===== config.mk =====
export PLATFORM = sky130hd
export DESIGN_NAME = rbba_front
export DESIGN_NICKNAME = d
export VERILOG_FILES = /design/src/hdl/rbba_pkg.sv /design/src/hdl/rbba_front.sv
export SDC_FILE = /design/constraint.sdc
export NUM_CORES = 2
export LEC_CHECK = 0
export BUFFER_PORTS_ARGS = -buffer_cell sky130_fd_sc_hd__buf_2
export CORE_AREA = 2 2 438 440
export CTS_BUF_LIST = sky130_fd_sc_hd__clkbuf_8 sky130_fd_sc_hd__clkbuf_16
export DETAILED_ROUTE_END_ITERATION = 8
export DIE_AREA = 0 0 440 442
export PLACE_DENSITY_LB_ADDON = 0.12
export SLEW_MARGIN = 20
export SYNTH_ARGS = -nofsm -noshare
export SYNTH_HDL_FRONTEND = slang
export SYNTH_SLANG_ARGS = --single-unit

===== constraint.sdc =====
create_clock -name clk -period 34.5 [get_ports clk]
set_input_delay 10.35 -clock clk [delete_from_list [all_inputs] [get_ports clk]]
set_output_delay 10.35 -clock clk [all_outputs]
set_load 0.03 [all_outputs]

===== src/hdl/rbba_pkg.sv =====
// ----------------------------------------------------------------------------
// rbba_pkg: shared types and constants for box binning average
// Item and result payloads, queue entry, register indexes, state types.
// ----------------------------------------------------------------------------
package rbba_pkg;

  localparam int BIN_ADDR_W = 16;
  localparam logic [12:0] COUNT_MAX = 13'd8191;

  localparam logic [2:0] REG_X_START    = 3'd0;
  localparam logic [2:0] REG_X_STOP     = 3'd1;
  localparam logic [2:0] REG_Y_START    = 3'd2;
  localparam logic [2:0] REG_Y_STOP     = 3'd3;
  localparam logic [2:0] REG_BIN_WIDTH  = 3'd4;
  localparam logic [2:0] REG_BIN_HEIGHT = 3'd5;
  localparam logic [2:0] REG_GAIN       = 3'd6;
  localparam logic [2:0] REG_SHIFT      = 3'd7;

  typedef enum logic {
    OP_ACCUMULATE = 1'b0,
    OP_READ       = 1'b1
  } op_e;

  typedef struct packed {
    logic        operation;
    logic [11:0] pixel_x;
    logic [11:0] pixel_y;
    logic [31:0] sample;
    logic [11:0] bin_index;
  } item_t;

  typedef struct packed {
    logic [47:0] average;
    logic        has_data;
    logic [12:0] pixel_count;
  } result_t;

  typedef struct packed {
    logic [11:0] x_start;
    logic [11:0] x_stop;
    logic [11:0] y_start;
    logic [11:0] y_stop;
    logic [6:0]  bin_width;
    logic [6:0]  bin_height;
    logic [31:0] gain;
    logic [47:0] shift;
  } cfg_t;

  typedef struct packed {
    op_e                   kind;
    logic                  in_range;
    logic [BIN_ADDR_W-1:0] addr;
    logic [47:0]           value;
  } q_entry_t;

  typedef struct packed {
    logic [63:0] sum;
    logic [12:0] count;
  } bin_t;

  typedef enum logic [1:0] {
    F_IDLE,
    F_DIV,
    F_MUL,
    F_PUSH
  } front_state_e;

  typedef enum logic [2:0] {
    B_CLEAR,
    B_IDLE,
    B_READ,
    B_EXEC,
    B_DIV,
    B_OUT
  } back_state_e;

endpackage


===== src/hdl/rbba_front.sv =====
// ----------------------------------------------------------------------------
// rbba_front: item intake and bin classification
// Window test, bin index by serial division, affine correction with clamp.
// ----------------------------------------------------------------------------
module rbba_front import rbba_pkg::*; #(
  parameter int MAX_BINS     = 4096,
  parameter int MAX_COORD    = 4096,
  parameter int MAX_BIN_SIDE = 64
) (
  input  logic     clk,
  input  logic     rst,
  input  cfg_t     cfg,
  input  logic     accept,
  input  item_t    item,
  output logic     busy,
  output logic     push,
  output q_entry_t push_entry,
  input  logic     q_full
);

  localparam logic [16:0] COORD_LIM = 17'(MAX_COORD - 1);
  localparam logic [16:0] COORD_END = 17'(MAX_COORD);
  localparam logic [8:0]  SIDE_LIM  = 9'(MAX_BIN_SIDE);
  localparam logic [24:0] BIN_END   = 25'(MAX_BINS);

  front_state_e state, state_next;

  logic [11:0] xa, xb, ya, yb, xlo, xhi, ylo, yhi;
  logic [7:0]  bw, bh;
  logic        in_window;

  op_e         kind;
  logic        rd_in_range;
  logic [11:0] rd_addr;
  logic [11:0] quo_x, quo_y, quo_s;
  logic [7:0]  rem_x, rem_y, rem_s;
  logic [7:0]  bw_q, bh_q;
  logic [3:0]  step;
  logic [31:0] sample;
  logic [63:0] prod;
  logic [24:0] rowmul;

  logic signed [64:0] corr;
  logic [47:0]        corr_sat;
  logic [24:0]        bin_num;
  logic               keep;

  function automatic logic [19:0] div_step(input logic [7:0] rem, input logic [11:0] quo,
                                           input logic [7:0] d);
    logic [8:0] t;
    logic [8:0] r;
    logic       b;
    t = {rem, quo[11]};
    b = (t >= {1'b0, d});
    r = b ? (t - {1'b0, d}) : t;
    return {r[7:0], quo[10:0], b};
  endfunction

  function automatic logic [11:0] clamp_coord(input logic [11:0] c);
    return ({5'd0, c} > COORD_LIM) ? COORD_LIM[11:0] : c;
  endfunction

  function automatic logic [7:0] clamp_side(input logic [6:0] s);
    if (s == 7'd0) begin
      return 8'd1;
    end
    return ({2'd0, s} > SIDE_LIM) ? SIDE_LIM[7:0] : {1'b0, s};
  endfunction

  always_comb begin
    xa = clamp_coord(cfg.x_start);
    xb = clamp_coord(cfg.x_stop);
    ya = clamp_coord(cfg.y_start);
    yb = clamp_coord(cfg.y_stop);
    xlo = (xa < xb) ? xa : xb;
    xhi = (xa < xb) ? xb : xa;
    ylo = (ya < yb) ? ya : yb;
    yhi = (ya < yb) ? yb : ya;
    bw = clamp_side(cfg.bin_width);
    bh = clamp_side(cfg.bin_height);
    in_window = ({5'd0, item.pixel_x} < COORD_END) && ({5'd0, item.pixel_y} < COORD_END) &&
                (item.pixel_x >= xlo) && (item.pixel_x <= xhi) &&
                (item.pixel_y >= ylo) && (item.pixel_y <= yhi);
  end

  // correction: exact sum, then saturate to the 48-bit range
  always_comb begin
    corr = $signed({prod[63], prod}) + 65'($signed(cfg.shift));
    if (corr[64:47] == {18{corr[64]}}) begin
      corr_sat = corr[47:0];
    end else if (corr[64]) begin
      corr_sat = {1'b1, 47'd0};
    end else begin
      corr_sat = {1'b0, {47{1'b1}}};
    end
    bin_num = rowmul + 25'(quo_x);
    keep    = (bin_num < BIN_END);
  end

  always_comb begin
    state_next = state;
    case (state)
      F_IDLE: begin
        if (accept) begin
          if (op_e'(item.operation) == OP_READ) begin
            state_next = F_PUSH;
          end else if (in_window) begin
            state_next = F_DIV;
          end
        end
      end
      F_DIV: begin
        if (step == 4'd11) begin
          state_next = F_MUL;
        end
      end
      F_MUL: state_next = F_PUSH;
      F_PUSH: begin
        if ((kind == OP_ACCUMULATE && !keep) || !q_full) begin
          state_next = F_IDLE;
        end
      end
      default: state_next = F_IDLE;
    endcase
  end

  always_comb begin
    busy = (state != F_IDLE);
    push = (state == F_PUSH) && !q_full && (kind == OP_READ || keep);
    push_entry.kind     = kind;
    push_entry.in_range = rd_in_range;
    push_entry.addr     = (kind == OP_READ) ? BIN_ADDR_W'(rd_addr) : bin_num[BIN_ADDR_W-1:0];
    push_entry.value    = corr_sat;
  end

  always_ff @(posedge clk) begin
    if (rst) begin
      state <= F_IDLE;
    end else begin
      state <= state_next;
    end
  end

  always_ff @(posedge clk) begin
    case (state)
      F_IDLE: begin
        kind        <= op_e'(item.operation);
        rd_addr     <= item.bin_index;
        rd_in_range <= ({5'd0, item.bin_index} < BIN_END[16:0]);
        quo_x       <= item.pixel_x - xlo;
        quo_y       <= item.pixel_y - ylo;
        quo_s       <= xhi - xlo;
        rem_x       <= 8'd0;
        rem_y       <= 8'd0;
        rem_s       <= 8'd0;
        bw_q        <= bw;
        bh_q        <= bh;
        sample      <= item.sample;
        step        <= 4'd0;
      end
      F_DIV: begin
        {rem_x, quo_x} <= div_step(rem_x, quo_x, bw_q);
        {rem_y, quo_y} <= div_step(rem_y, quo_y, bh_q);
        {rem_s, quo_s} <= div_step(rem_s, quo_s, bw_q);
        step           <= step + 4'd1;
      end
      F_MUL: begin
        prod   <= 64'($signed(cfg.gain) * $signed(sample));
        rowmul <= quo_y * ({1'b0, quo_s} + 13'd1);
      end
      default: begin
      end
    endcase
  end

endmodule


# After elaboration in Yosys (flattened, before gate mapping)
# Cells that the tools add are included.
[op_classes]
multipliers = 2
n_mux = 31
n_reduce_logical = 16
eq_ne = 9
addsub = 10
bitwise_logic = 1
order_cmp = 12
[ops]
columns = ["op", "n"]
rows = [
  ["two-way mux 48 bit", 2],
  ["case mux 12 bit (2 select lines)", 3],
  ["adder 64 x 48 -> 65 bit", 1],
  ["multiplier 32 x 32 -> 64 bit", 1],
  ["two-way mux 8 bit", 7],
  ["two-way mux 12 bit", 4],
  ["case mux 8 bit (2 select lines)", 3],
  ["subtractor 12 bit", 3],
  [">= comparator 9 x 8 -> 1 bit", 3],
  ["adder 25 x 12 -> 25 bit", 1],
  ["less-than comparator 25 x 13 -> 1 bit (second input constant)", 1],
  ["multiplier 12 x 13 -> 25 bit", 1],
  [">= comparator 12 bit", 2],
  ["<= comparator 12 bit", 2],
  ["less-than comparator 12 bit", 2],
  ["subtractor 8 bit", 3],
  ["== test 17 bit", 1],
  ["two-way mux 16 bit", 1],
  ["> comparator 7 bit (second input constant)", 2],
  ["logical NOT 7 bit", 2],
  ["two-way mux 7 bit", 2],
  ["adder 12 x 1 -> 13 bit (second input constant)", 1],
  ["two-way mux 2 bit", 5],
  ["case mux 2 bit (4 select lines)", 1],
  ["15 further kinds", 27],
]
[totals]
input_bits = 215
ff_bits = 216
output_inout_bits = 68

# Depth between registers and ports, before layout
[logic_depth]
word_depth = 10
ltp_mapped = 30
depth_no_buf = 28

# Worst setup path before layout
# No wires, ideal clock.
[synth_timing]
path_kind = "input -> output"
startpoint = "in cfg[0] (netlist bit)"
endpoint = "out push_entry[11] (netlist bit)"
path_stages = 19
arrival_ns = 13.961
required_time_ns = 24.150
setup_slack_ns = 10.189
cell_sequence = "ha_1 inv_1 fa_1 nand2b_1 a21oi_1 o21ai_2 a211oi_2 nor4_1 o21a_1 o21a_1 a21oi_2 inv_2 a21oi_1 o2111ai_1 nor4b_1 o2111ai_1 buf_4 buf_6 mux2i_1"
[synth_rtl]
columns = ["item", "line_no", "rtl"]
rows = [
  ["start: declaration", "rbba_front.sv:12", "input cfg_t cfg,"],
  ["end: declaration", "rbba_front.sv:17", "output q_entry_t push_entry,"],
]

==> reports/results.tsv <==
metric	value	unit
Clock Skews	0.0596	ns
Synth Warn #	0	
flops & latches, synth	214	
vias in the first global route	47300	
CTS Buf Count	34	
WL per Instance	21.5	µm
Vias	43600	
DRC	0	
share of cells above drive strength 1	6.92	%
count of final max-slew check failures	0	
Least-Margin Pin Slew	1.08	ns
min setup slack post-route	8.38	ns
Worst path slowest cell	o2111ai_4	
Detail Route Antenna Nets	0	
# clock sinks	214	
DIE AREA	194000	µm²
Post-CTS Resized	0	
Vias/cell	4.90	
Hold Crit Start	state[0]	
crit-path max FO	25	
gr ovfl total	0	
relative slew slack	27.7	%
Worst Path Arrival	15.77	ns
Initial Utilization	30.9	%
fin crit share	75.7	%
critical path class	input port to output pin	
CP Capture Type	output pin	
Netlist cell types	90	
worst-path cell chain	buf_2, ha_1, inv_1, fa_1, nand2b_1, a21oi_1, o21ai_2, a211oi_2, nor4_1, o21a_1, o21a_1, a21oi_2, buf_4, inv_2, a21oi_1, o2111ai_1, nor4b_1, o2111ai_4, buf_4, mux2_1, buf_2	
RSZ-0062 raised after global routing	no	
Cells after Synth	6293	
Total GRT Usage	20.0	%
Die Span X	440	µm
outcome	finished clean	
Syn-to-layout area delta	8.64	%
Worst path max stage delay	0.61	ns
postcts setup bufs	0	
Routed WL	191	mm
Final Hold Vio Count	0	
Hold Crit Class	flip-flop to flip-flop	
die height	442	µm
Fmax	0.0383	GHz
FF-to-FF Start	sample[10]	
Final Setup Violations	0	
synthesized cell area	58500	µm²
Startpoint Class	input port	
asr flop ratio synth	0	%
Worst-path clk slew	0.06	ns
CP startpoint	cfg[0]	
Root Buffer	clkbuf_16	
hpwl dp	151	mm
H-tree depth	2	
IO buf count	281	
CP Buf/Inv Count	6	
Cell Rows	160	
DR iter-0 viols	2500	
fin nets	8190	
core box area	190000	µm²
slack of the worst reg-to-reg path	25.06	ns
Skew-Pair Late Insertion Delay	0.65	ns
Syn Area/Cell	9.30	µm²
post-route setup TNS	0	ns
Max clock buf depth	3	
number of synthesized flops with an enable pin	212	
first-pass GRT wire length	297	mm
Final min period	26.12	ns
largest net degree at the start of global routing	81	
Boundary Pins	283	
Mapped Nets	8129	
CTS tree	yes	
family with the most delay on the worst path	compound AO/OA/AOI/OAI gates	
worst path required time	24.15	ns
CTS hold repair buffers	0	
initial antenna violation count	29	
pre-CTS WS	8.34	ns
TritonRoute pass-1 iters	5	
MaxCap Viol Count	0	
Top FF cell, synth	edfxtp_1	
gpl congestion	0.860	
sequential area share after synthesis	10.9	%
[logic make-up after synthesis]
family          synth area share [%]
simple gates                    16.0
fa+ha+maj                       50.0
buf+inv                         9.76
compound gates                  9.18
flops                           10.9
xor+xnor                        2.90
mux                             1.17
other cells                  0.00641
[cell type report]
type                    instances  area [µm²]
diodes                         11        27.5
clock inverters                25         325
repair buffers                349        1920
flip-flops and latches        214        6410
fillers                     19700      126000
inverters                    1185        4450
clock buffers                  34         851
well taps                    2511        3140
multi-input cells            4570       46500
[synth_stat cells, drive strengths merged, types with 26 or more instances]
cell type / number / area [µm²]
inv: 1185 / 4450
a21boi: 42 / 315
mux2i: 48 / 480
nand4: 43 / 269
xor2: 81 / 709
nand2: 801 / 3010
nand3: 65 / 330
nor3: 49 / 250
nor2: 151 / 567
and3: 28 / 175
o21bai: 29 / 218
nor2b: 52 / 325
a311oi: 30 / 263
o21ai: 143 / 719
edfxtp: 212 / 6370
o31ai: 26 / 200
fa: 1199 / 24000
xnor2: 113 / 990
a21o: 136 / 1020
a21oi: 197 / 990
nand2b: 42 / 263
ha: 422 / 5280
clkbuf: 303 / 1140
and2: 578 / 3620
[sequential cells by signal, summed over array words and instances (netlist names), 8 cells and up]
| signal | cells |
|---|---|
| prod | 64 |
| quo_s | 12 |
| quo_x | 12 |
| quo_y | 12 |
| rd_addr | 12 |
| rem_s | 8 |
| rem_x | 8 |
| rem_y | 8 |
| rowmul | 25 |
| sample | 32 |
[final timing paths]
kind / end / depth (start not counted)
max reg2reg: prod[60] / 28
min reg2reg: state[0] / 2
min: state[0] / 2
max: push_entry[44] / 21
[worst register-to-register path: cells and delay by family, from the launching register on]
| family | cells | cell delay [ns] |
|---|---|---|
| AOI/OAI and AO/OA | 7 | 2.48 |
| adders and majority gates | 9 | 4.29 |
| buffers and inverters | 7 | 1.05 |
| DFF | 1 | 0.75 |
| and+or+nand+nor | 5 | 0.66 |
[through the flow]
step / instances / hold slack (ns) / util [%] / cell area, µm²
3_5_place_dp: 8829 / 0.556 / 32.9 / 62400
4_1_cts: 8888 / 0.565 / 33.5 / 63600
3_3_place_gp: 8829 / 0.549 / 32.9 / 62400
2_1_floorplan: 6293 / 0.482 / - / 58500
5_1_grt: 8894 / 0.594 / 33.5 / 63600
6_report: 8899 / 0.560 / 33.5 / 63600
[routing by layer]
layer  share of wire [%]  GRT usage, %  vias to the layer above  wire (µm)
met2                  46          32.6                      929      88600
li1                    -             -                    19800          -
met4                 1.6          3.19                       10       2980
met5               0.033             0                        -         63
met3                 4.3          2.36                      143       8160
met1                  48          28.9                    22700      91500
[cells in the final DEF, fill, tap and decap left out, types with 10 or more instances in the layout]
cell       instances
o31ai_1           25
buf_4             68
edfxtp_1         212
inv_1           1191
o21ai_0          134
buf_2            281
and2_1           578
or2_2             11
mux2i_1           48
nor2b_1           52
nor3_1            48
a21boi_0          39
nand2b_1          42
o211ai_1          10
nand3_1           64
a21o_1           136
xnor2_1          112
o21bai_1          29
ha_1             419
nand4_1           43
fa_1            1199
a211oi_1          15
a31oi_1           20
a21oi_1          196
nor4_1            10
nor2_1           151
o311ai_0          13
and3_1            28
mux2_2            10
a2111oi_0         25
nand2_1          801
xor2_1            81
clkbuf_16         34
or3_1             18
diode_2           11
a32oi_1           13
o21a_1            18
a311oi_1          30
Power is not shown: default switching activity piles up to over one toggle a cycle in this logic, so the estimate is an artifact.
