### src/hdl/rbba_pkg.sv
// ----------------------------------------------------------------------------
// rbba_pkg: shared types and constants for box binning average
// Item and result payloads, queue entry, register indexes, state types.
// ----------------------------------------------------------------------------
package rbba_pkg;

  localparam int BIN_ADDR_W = 16;
  localparam logic [12:0] COUNT_MAX = 13'd8191;

  localparam logic [2:0] REG_X_START    = 3'd0;
  localparam logic [2:0] REG_X_STOP     = 3'd1;
  localparam logic [2:0] REG_Y_START    = 3'd2;
  localparam logic [2:0] REG_Y_STOP     = 3'd3;
  localparam logic [2:0] REG_BIN_WIDTH  = 3'd4;
  localparam logic [2:0] REG_BIN_HEIGHT = 3'd5;
  localparam logic [2:0] REG_GAIN       = 3'd6;
  localparam logic [2:0] REG_SHIFT      = 3'd7;

  typedef enum logic {
    OP_ACCUMULATE = 1'b0,
    OP_READ       = 1'b1
  } op_e;

  typedef struct packed {
    logic        operation;
    logic [11:0] pixel_x;
    logic [11:0] pixel_y;
    logic [31:0] sample;
    logic [11:0] bin_index;
  } item_t;

  typedef struct packed {
    logic [47:0] average;
    logic        has_data;
    logic [12:0] pixel_count;
  } result_t;

  typedef struct packed {
    logic [11:0] x_start;
    logic [11:0] x_stop;
    logic [11:0] y_start;
    logic [11:0] y_stop;
    logic [6:0]  bin_width;
    logic [6:0]  bin_height;
    logic [31:0] gain;
    logic [47:0] shift;
  } cfg_t;

  typedef struct packed {
    op_e                   kind;
    logic                  in_range;
    logic [BIN_ADDR_W-1:0] addr;
    logic [47:0]           value;
  } q_entry_t;

  typedef struct packed {
    logic [63:0] sum;
    logic [12:0] count;
  } bin_t;

  typedef enum logic [1:0] {
    F_IDLE,
    F_DIV,
    F_MUL,
    F_PUSH
  } front_state_e;

  typedef enum logic [2:0] {
    B_CLEAR,
    B_IDLE,
    B_READ,
    B_EXEC,
    B_DIV,
    B_OUT
  } back_state_e;

endpackage

### src/hdl/rbba_queue.sv
// ----------------------------------------------------------------------------
// rbba_queue: two-entry queue between front and back
// Plain FIFO of classified operations.
// ----------------------------------------------------------------------------
module rbba_queue import rbba_pkg::*; (
  input  logic     clk,
  input  logic     rst,
  input  logic     push,
  input  q_entry_t push_entry,
  output logic     full,
  input  logic     pop,
  output q_entry_t pop_entry,
  output logic     empty
);

  q_entry_t   slots [2];
  logic       wr_ptr;
  logic       rd_ptr;
  logic [1:0] fill;

  assign full      = (fill == 2'd2);
  assign empty     = (fill == 2'd0);
  assign pop_entry = slots[rd_ptr];

  always_ff @(posedge clk) begin
    if (rst) begin
      wr_ptr <= 1'b0;
      rd_ptr <= 1'b0;
      fill   <= 2'd0;
    end else begin
      if (push && !full) begin
        wr_ptr <= ~wr_ptr;
      end
      if (pop && !empty) begin
        rd_ptr <= ~rd_ptr;
      end
      case ({push && !full, pop && !empty})
        2'b10:   fill <= fill + 2'd1;
        2'b01:   fill <= fill - 2'd1;
        default: fill <= fill;
      endcase
    end
  end

  always_ff @(posedge clk) begin
    if (push && !full) begin
      slots[wr_ptr] <= push_entry;
    end
  end

endmodule

### config.mk
export PLATFORM = sky130hd
export DESIGN_NAME = rbba_queue
export DESIGN_NICKNAME = d
export VERILOG_FILES = /design/src/hdl/rbba_pkg.sv /design/src/hdl/rbba_queue.sv
export SDC_FILE = /design/constraint.sdc
export NUM_CORES = 1
export LEC_CHECK = 0
export CELL_PAD_IN_SITES_DETAIL_PLACEMENT = 0
export CELL_PAD_IN_SITES_GLOBAL_PLACEMENT = 1
export CORE_ASPECT_RATIO = 1.75
export CORE_MARGIN = 1
export CORE_UTILIZATION = 47
export DETAILED_ROUTE_END_ITERATION = 8
export DONT_BUFFER_PORTS = 1
export HOLD_SLACK_MARGIN = 0.1
export MAX_ROUTING_LAYER = met4
export PLACE_DENSITY = 0.78
export SLEW_MARGIN = 20
export SYNTH_ARGS = -nofsm -noshare
export SYNTH_HDL_FRONTEND = slang
export SYNTH_SLANG_ARGS = --single-unit
### constraint.sdc
create_clock -name clk -period 5.9 [get_ports clk]
set_clock_uncertainty 0.05 [all_clocks]
set_input_delay 0.295 -clock clk [delete_from_list [all_inputs] [get_ports clk]]
set_output_delay 0.295 -clock clk [all_outputs]
set_load 0.02 [all_outputs]
Yosys cells after proc, flatten, opt, wreduce, memory -nomap -nowiden

Memories as Yosys holds them, arrays and structs flattened. A register that Yosys moved wholly into a read port is not among the register bits.
Index checks and enable logic that the tools add are counted.

Add/sub/neg operators: 2
Multiply operators: 0
Div/mod/pow operators: 0
Order comparisons: 0
Equality and inequality tests: 3
Shift operators: 0
Mux-type cells: 5
Bitwise logic cells: 2
Reductions and logical operators: 6

Operators by type and width:

| cell                | count |
|---|---|
| $eq 2x2->1 const B  | 2 |
| $mux 1              | 4 |
| $pmux 2 s2          | 1 |
| $add 2x1->2 const B | 1 |
| $eq 2x1->1 const B  | 1 |
| $logic_and 1x1->1   | 2 |
| $logic_not 1->1     | 2 |
| $logic_not 2->1     | 1 |
| $not 1->1           | 2 |
| $reduce_bool 2->1   | 1 |
| $sub 2x1->2 const B | 1 |

Bits in registers: 4
Bits in latches: 0
Bits in writable memories: 132
Memory bits (read-only): 0
Input port bits: 70
Word-level logic and storage cells: 22
Memories kept: 1

Memory list:

| memory | depth | width | rd ports | clocked after Yosys merged registers in | wr ports | RTL line         | RTL |
|---|---|---|---|---|---|---|---|
| slots  | 2     | 66    | 1        | 1                                       | 1        | rbba_queue.sv:16 | `q_entry_t slots [2];` |

Logic depth before layout (Yosys ltp)

Gate-level depths: netlist of run 1.

Word-level depth: 5
Mapped depth: 6

Worst setup path before layout of run 1

No wires, ideal clock.

Path kind: register -> register
From: reg fill[0]
To: mem slots[0][0] (netlist name) (enable)
Setup time: 0.420 ns
Data arrival time: 2.235 ns
Required time: 5.430 ns
Path slack: 3.195 ns
Stages on the path, launching flop included: 5
Path through: dfxtp_1 -> nand2b_2 -> inv_2 -> or3_1 -> inv_1

Word-level cells in the longest chain between the ends: 5

RTL lines:

| element                      | RTL line         | RTL |
|---|---|---|
| start: declaration           | rbba_queue.sv:19 | `logic [1:0] fill;` |
| start signal: assignment     | rbba_queue.sv:38 | `2'b10: fill <= fill + 2'd1;` |
| start signal: assignment     | rbba_queue.sv:39 | `2'b01: fill <= fill - 2'd1;` |
| start signal: assignment     | rbba_queue.sv:40 | `default: fill <= fill;` |
| $eq 2x2->1                   | rbba_queue.sv:21 | `assign full = (fill == 2'd2);` |
| via full                     | rbba_queue.sv:10 | `output logic full,` |
| $logic_not 1->1              | rbba_queue.sv:46 | `if (push && !full) begin` |
| $logic_and 1x1->1            | rbba_queue.sv:46 |  |
| $mux 1                       | rbba_queue.sv:46 |  |
| $mux 1 (not written as such) | rbba_queue.sv:47 | `slots[wr_ptr] <= push_entry;` |
| end: declaration             | rbba_queue.sv:16 |  |

The timed path passes the listed nets, and every way through them passes these cells.

==> results of run 1 <==
where the power goes:
group / internal (W) / switching (W) / leakage (nW)
registers: 0.00123 / 0.0000617 / 1.28
clock network: 0.000648 / 0.000352 / 0.277
logic: 0.000235 / 0.000423 / 0.597
total: 0.00211 / 0.000838 / 2.15
cells in the mapped netlist (all sizes together):
| master | count | area share (%) |
|---|---|---|
| edfxtp | 132 | 80 |
| mux2 | 66 | 15 |
| buf | 7 | 0.71 |
| dfxtp | 5 | 2.0 |
| nor2 | 4 | 0.30 |
| inv | 3 | 0.23 |
| a21oi | 2 | 0.20 |
| o21ai | 2 | 0.20 |
| or3 | 2 | 0.25 |
| xnor2 | 2 | 0.35 |
| and3 | 1 | 0.13 |
| ha | 1 | 0.25 |
| nand2 | 1 | 0.076 |
| nand2b | 1 | 0.18 |
| o21a | 1 | 0.15 |
| xor2 | 1 | 0.18 |
worst paths after layout:
path         depth (start not counted)      endpoint
max                                  2  pop_entry[1]
min                                  3        wr_ptr
max reg2reg                          5  slots[0][47]
min reg2reg                          2        wr_ptr
flip-flops by register name, indices dropped and copies added (netlist names), named ones only:
signal and cells:
wr_ptr 1, fill 2, slots 132, rd_ptr 1
per-stage QoR:
stage	std cells	utilization [%]	worst slack [ps]	instance area, um^2	hold slack, ps
detailed placement	354	49.66	3667	5115	312.7
floorplan	231	-	3195	4966	314.1
finish	451	61.63	3362	6347	153.9
global route	451	61.63	3226	6347	170.2
global placement	354	49.66	3731	5115	314.5
CTS	451	61.63	3298	6347	130.1
metal layers:
layer	part of all wire (%)	GRT usage [%]
met1	35	14.75
met5	0	-
met3	5.7	5.000
met2	56	26.54
met4	3.7	9.697
tightest hold or removal path: cells and delay by family:
family | cells | cell delay (ps)
AND/OR/NAND/NOR | 1 | 140
AO/OA/AOI/OAI | 1 | 70
buffers and inverters | 1 | 50
layout make-up:
type	count	share of cell area, %
flip-flops and latches	137	64.04
multi-input cells	84	13.50
repair buffers	70	10.92
clock buffers	17	6.702
well taps	127	2.503
clock inverters	13	2.149
inverters	3	0.1774
repair_timing:
action,CTS,global route
endpoints found under the hold margin,137,0
gates resized for setup,0,0
hold buffers,67,0
logic make-up after synthesis:
family | Yosys count | share of synthesized area, %
flops | 137 | 81.83
mux | 66 | 14.97
buf+inv | 10 | 0.9321
simple gates | 9 | 0.9321
compound gates | 5 | 0.5544
xor+xnor | 3 | 0.5292
fa+ha+maj | 1 | 0.2519
==> summary.txt, run 1 <==
Setup path
  – Critical path class: reg -> out
  – CP bufs+invs: 1
  – Crit path max-delay family: flip-flops
  – Worst path cell trace: buf_4 -> mux2_2
  – CP Launch Type: flop
  – R2R Setup Slk: about 3700 ps
  – Required @ worst endpoint: about 5600 ps
  – CP Data Arrival Time: approximately 2200 ps
  – Maximum fanout along the worst path: 38
  – Slowest CP cell: dfxtp_2
  – Crit path largest cell delay: around 760 ps
  – Crit end category: output pin
  – Reg2reg start: fill[0]

Global route
  – Number of global-route vias before repair: ~2300
  – First-pass GRT wire length: 11770 um
  – Total grt overflow: 0
  – Initial antenna violation count: 0
  – Overall routing resource usage: between 15 and 20%
  – Pin count of the biggest net entering global routing: 67

STA
  – Slew margin rel.: roughly two fifths
  – Sum Neg Setup Slack: 0 ps
  – Period utilization: 43.02%
  – Setup violators final: 0
  – Actual slew at the worst max-slew pin: slightly above 900 ps
  – Final Hold Fails: 0
  – FMAX: between 300 and 400 MHz
  – RSZ-0062 raised after global routing: no
  – Min cycle time layout: ~2500 ps
  – Final slew viol count: 0

Finish
  – Filler Cell Count: between 700 and 800
  – Syn-to-layout area delta: 27.82%
  – Commonest non-fill, non-tap cells in the layout: 132 x edfxtp_1, 67 x dlygate4sd3_1, 66 x mux2_2
  – Multi-input logic area: 857.1 um^2
  – Most common cell after layout, fill and taps aside: edfxtp_1
  – Ratio of cells with drive above 1 in the final layout: 30.25%
  – Ant. Diodes: 0
  – Net count, final: 384
  – Register area: 4065 um^2

Synth
  – Synth unique cells: 17
  – Avg Inst Size Synth: roughly 21 um^2
  – Cells after Synth: 231
  – Netlist Area Pre-Place: roughly 5000 um^2
  – Synth warn: 0
  – Sequential area share after synthesis: about four fifths
  – Flops & latches, synth: about 140
  – Synth Net Count: between 300 and 400

Die
  – Core Area: between 10000 and 15000 um^2
  – Num ports: between 100 and 150
  – Row count: between 40 and 50
  – Die X-Extent: between 70 and 80 um
  – Die height: approximately 140 um
  – Die area: 11000 um^2
  – Starting Density: about half

Clock tree
  – Num CTS Buffers: 17
  – Clock Latency Late Sink: 400 ps
  – Num Clock Sinks: 137
  – Root Driver: clkbuf_16
  – Clock buffer depth: 2
  – H-tree depth: 4
  – CTS tree: done
  – Setup bufs post-CTS: 0
  – Clk pin slew, worst setup/hold paths: 50 ps

Route
  – # DRC: 0
  – Drt wl/cell: ~18 um
  – DR vias/cell: 5.173
  – DRT iter0 DRCs: 84
  – Final ANT Viol Nets: 0
  – Drt total wl: approximately 8200 um
  – Detailed Routing Iterations Pass 1: 4
  – Vias: 2333

Hold path
  – HP Class: in -> reg
  – Hold path startpoint: push

Power and ir drop
  – Tot Pwr: 0.002952 W
  – Power Dens Cells: between 400 and 500 nW/um^2
  – VDD IR max: slightly below 0.0004 V
  – Leakage: ~2.2 nW

Job
  – MaxCap Viol Count: 0

Placement
  – I/O Buffers: 0
  – GP Congestion: roughly 0.74
  – Detail Placement HPWL: ~5000 um

Status
  – Outcome: completed
Power figures use the tool's default switching activity.
==> run 2, diff against run 1 <==
Settings changed: ABC_AREA set to 1.
Clock period 5.9 ns to 2.39 ns, I/O delays scaled along.
==> summary.txt, run 2 <==
Placement
  – I/O Buffers: 0 (unchanged)
  – GP Congestion: 0.6848 (was 0.7351)
  – Placed Instances: 372 (was 354)
  – Detail Placement HPWL: 5074 um (was 4974 um)

Power and ir drop
  – VDD IR max: 0.0006501 V (was 0.0003936 V)
  – Leakage: 2.329 nW (was 2.151 nW)
  – Power Dens Cells: 1008 nW/um^2 (was 465.1 nW/um^2)

Finish
  – Ratio of cells with drive above 1 in the final layout: 29.94% (was 30.25%)
  – Commonest non-fill, non-tap cells in the layout: 132 x edfxtp_1, 70 x dlygate4sd3_1, 40 x mux2_4 (was 132 x edfxtp_1, 67 x dlygate4sd3_1, 66 x mux2_2)
  – Reg with most FFs: slots (unchanged)
  – Net count, final: 402 (was 384)
  – Post-Layout Cell Count: 474 (was 451)
  – Filler Cell Count: 738 (was 787)
  – Most common cell after layout, fill and taps aside: edfxtp_1 (unchanged)
  – Multi-input logic area: 1020 um^2 (was 857.1 um^2)
  – Max reg flops: 132 (unchanged)
  – Register area: 4068 um^2 (was 4065 um^2)
  – Largest regs: slots: 132 flops, fill: 2 flops (unchanged)
  – Ant. Diodes: 0 (unchanged)
  – Syn-to-layout area delta: 27.35% (was 27.82%)

Synth
  – Yosys top cell area share: 76.69% (was 79.82%)
  – Most used DFF post-synth: edfxtp_1 (unchanged)
  – Synth warn: 0 (unchanged)
  – Synth unique cells: 13 (was 17)
  – Most frequent cells after synthesis: 132 x edfxtp_1, 40 x mux2_4, 26 x mux2_2 (was 132 x edfxtp_1, 66 x mux2_2, 7 x buf_2)
  – Sequential area share after synthesis: 78.63% (was 81.83%)
  – Ys async rst share: 0% (unchanged)
  – Post-synth EDFFs: 132 (unchanged)
  – Flops & latches, synth: 137 (unchanged)
  – Synth Net Count: 316 (was 302)
  – Cells after Synth: 245 (was 231)
  – Synth area leader: edfxtp_1 (unchanged)
  – Avg Inst Size Synth: 21.10 um^2 (was 21.50 um^2)
  – Ranking of synthesized cells by area: edfxtp_1 77%, mux2_4 12%, mux2_2 5.7% (was edfxtp_1 80%, mux2_2 15%, dfxtp_1 2.0%)
  – Most numerous cell in the Yosys netlist: edfxtp_1 (unchanged)
  – Netlist Area Pre-Place: 5169 um^2 (was 4966 um^2)

STA
  – Slew margin rel.: 68.24% (was 39.55%)
  – Final slew viol count: 0 (unchanged)
  – Setup violators final: 0 (unchanged)
  – Min cycle time layout: 2226 ps
  – Sum Neg Setup Slack: 0 ps (unchanged)
  – Final Hold Fails: 0 (unchanged)
  – FMAX: 449.3 MHz
  – Actual slew at the worst max-slew pin: 474.6 ps (was 906.7 ps)
  – RSZ-0062 raised after global routing: no (unchanged)
  – Period utilization: between 90% and 100%

Setup path
  – Critical Path End: wr_ptr (was pop_entry[1])
  – R2r worst-path depth: 7 (was 5)
  – Reg2reg start: fill[0] (unchanged)
  – CP Data Arrival Time: 2460 ps (was 2190 ps)
  – Critical path class: reg -> reg (was reg -> out)
  – Maximum fanout along the worst path: 5 (was 38)
  – CP startpoint: fill[0]
  – R2R Setup Slk: 160 ps (was 3680 ps)
  – CP Launch Type: flop (unchanged)
  – Required @ worst endpoint: 2630 ps (was 5560 ps)
  – R2r endpoint: wr_ptr (was slots[0][47])
  – Crit end category: flop (was output pin)

Global route
  – Overall routing resource usage: 16.03% (was 15.48%)
  – Number of global-route vias before repair: 2611 (was 2320)
  – First-pass GRT wire length: 12750 um (was 11770 um)
  – Pin count of the biggest net entering global routing: 67 (unchanged)
  – Initial antenna violation count: 0 (unchanged)
  – Total grt overflow: 0 (unchanged)

Job
  – MaxCap Viol Count: 0 (unchanged)

Route
  – Vias: 2412 (was 2333)
  – Drt wl/cell: 17.78 um (was 18.29 um)
  – # DRC: 0 (unchanged)
  – Detailed Routing Iterations Pass 1: 4 (unchanged)
  – DR vias/cell: 5.089 (was 5.173)
  – Final ANT Viol Nets: 0 (unchanged)
  – DRT iter0 DRCs: 66 (was 84)
  – Drt total wl: 8426 um (was 8247 um)

Hold path
  – HP Class: in -> reg (unchanged)

Clock tree
  – Clock buffer depth: 2 (unchanged)
  – Clk pin slew, worst setup/hold paths: 60 ps (was 50 ps)
  – Setup bufs post-CTS: 0 (unchanged)
  – Num Clock Sinks: 137 (unchanged)
  – Root Driver: clkbuf_16 (unchanged)
  – CTS tree: done (unchanged)
  – Clock Latency Late Sink: 400 ps (about the same)
  – H-tree depth: 4 (unchanged)
  – Num CTS Buffers: 17 (unchanged)

Die
  – Die height: 140.7 um (was 138.0 um)
  – Die X-Extent: 81.27 um (was 79.70 um)
  – Num ports: 138 (unchanged)
  – Row count: 50 (was 49)
  – Die area: 11440 um^2 (was 11000 um^2)
  – Starting Density: 48.32% (was 48.21%)
  – Core Area: 10700 um^2 (was 10300 um^2)

Status
  – Outcome: completed (unchanged)
[run 2: what timing repair did]
action / 4_1_cts / 5_1_grt
hold buffers: 70 / 0
resized for setup: 0 / 2
endpoints found under the hold margin: 137 / 0
endpoints found under the setup margin: 0 / 1
[run 2: cell families after synthesis]
logic type / count (synthesis) / synth area share (%)
AOI/OAI and AO/OA: 2 / 0.1935
adders and majority gates: 1 / 0.2420
buffers and inverters: 16 / 1.936
DFF: 137 / 78.63
muxes: 66 / 17.28
and+or+nand+nor: 23 / 1.719
[run 2: area by class of cell]
class                           instances  share of cell area [%]
Sequential cell                       137                   61.79
Multi-Input combinational cell         92                   15.49
Timing Repair Buffer                   74                   11.48
Clock buffer                           19                   6.577
Tap cell                              130                   2.471
Clock inverter                         13                   1.616
Inverter                                9                  0.5702
[run 2: report_power, final]
group,switching [W],internal (W)
sequential,0.0000730,0.00294
clock,0.000915,0.00142
combinational,0.000785,0.000505
[run 2: worst min-delay path by stage]
stage,from,end,depth (start not counted)
4_1_cts,push,fill[0],5
5_1_grt,push,fill[0],5
6_report,push,fill[0],5
3_3_place_gp,push_entry[49],slots[0][49],0
2_1_floorplan,push_entry[0],slots[0][0],0
3_5_place_dp,push_entry[36],slots[1][36],0
[run 2: metrics by stage]
stage	cell area, um^2	setup slack, ps	hold slack (ps)	util [%]	power (W)
global route	6583	31.03	185.6	61.53	0.006878
finish	6583	164.3	164.1	61.53	0.006633
detailed placement	5335	624.2	168.4	49.87	0.004247
global placement	5335	655.3	168.5	49.87	0.004220
CTS	6575	19.86	140.4	61.46	0.006692
floorplan	5180	42.99	168.4	-	0.004089
[run 2: critical path, stage by stage, from the launching register on]
cell           delay (ps)
dfxtp_1               430
nor2_4                 90
nor2_1                180
nand2_1               140
nand2_1                80
dlygate4sd3_1         540
nor2_1                 40
dlygate4sd3_1         550
[run 2: layer usage]
metal,routed length (um),part of all wire [%],global-route usage (%)
met1,2971,35,16.02
met2,4828,57,27.11
met3,405,4.8,4.466
met4,220,2.6,9.117
met5,0,0,-
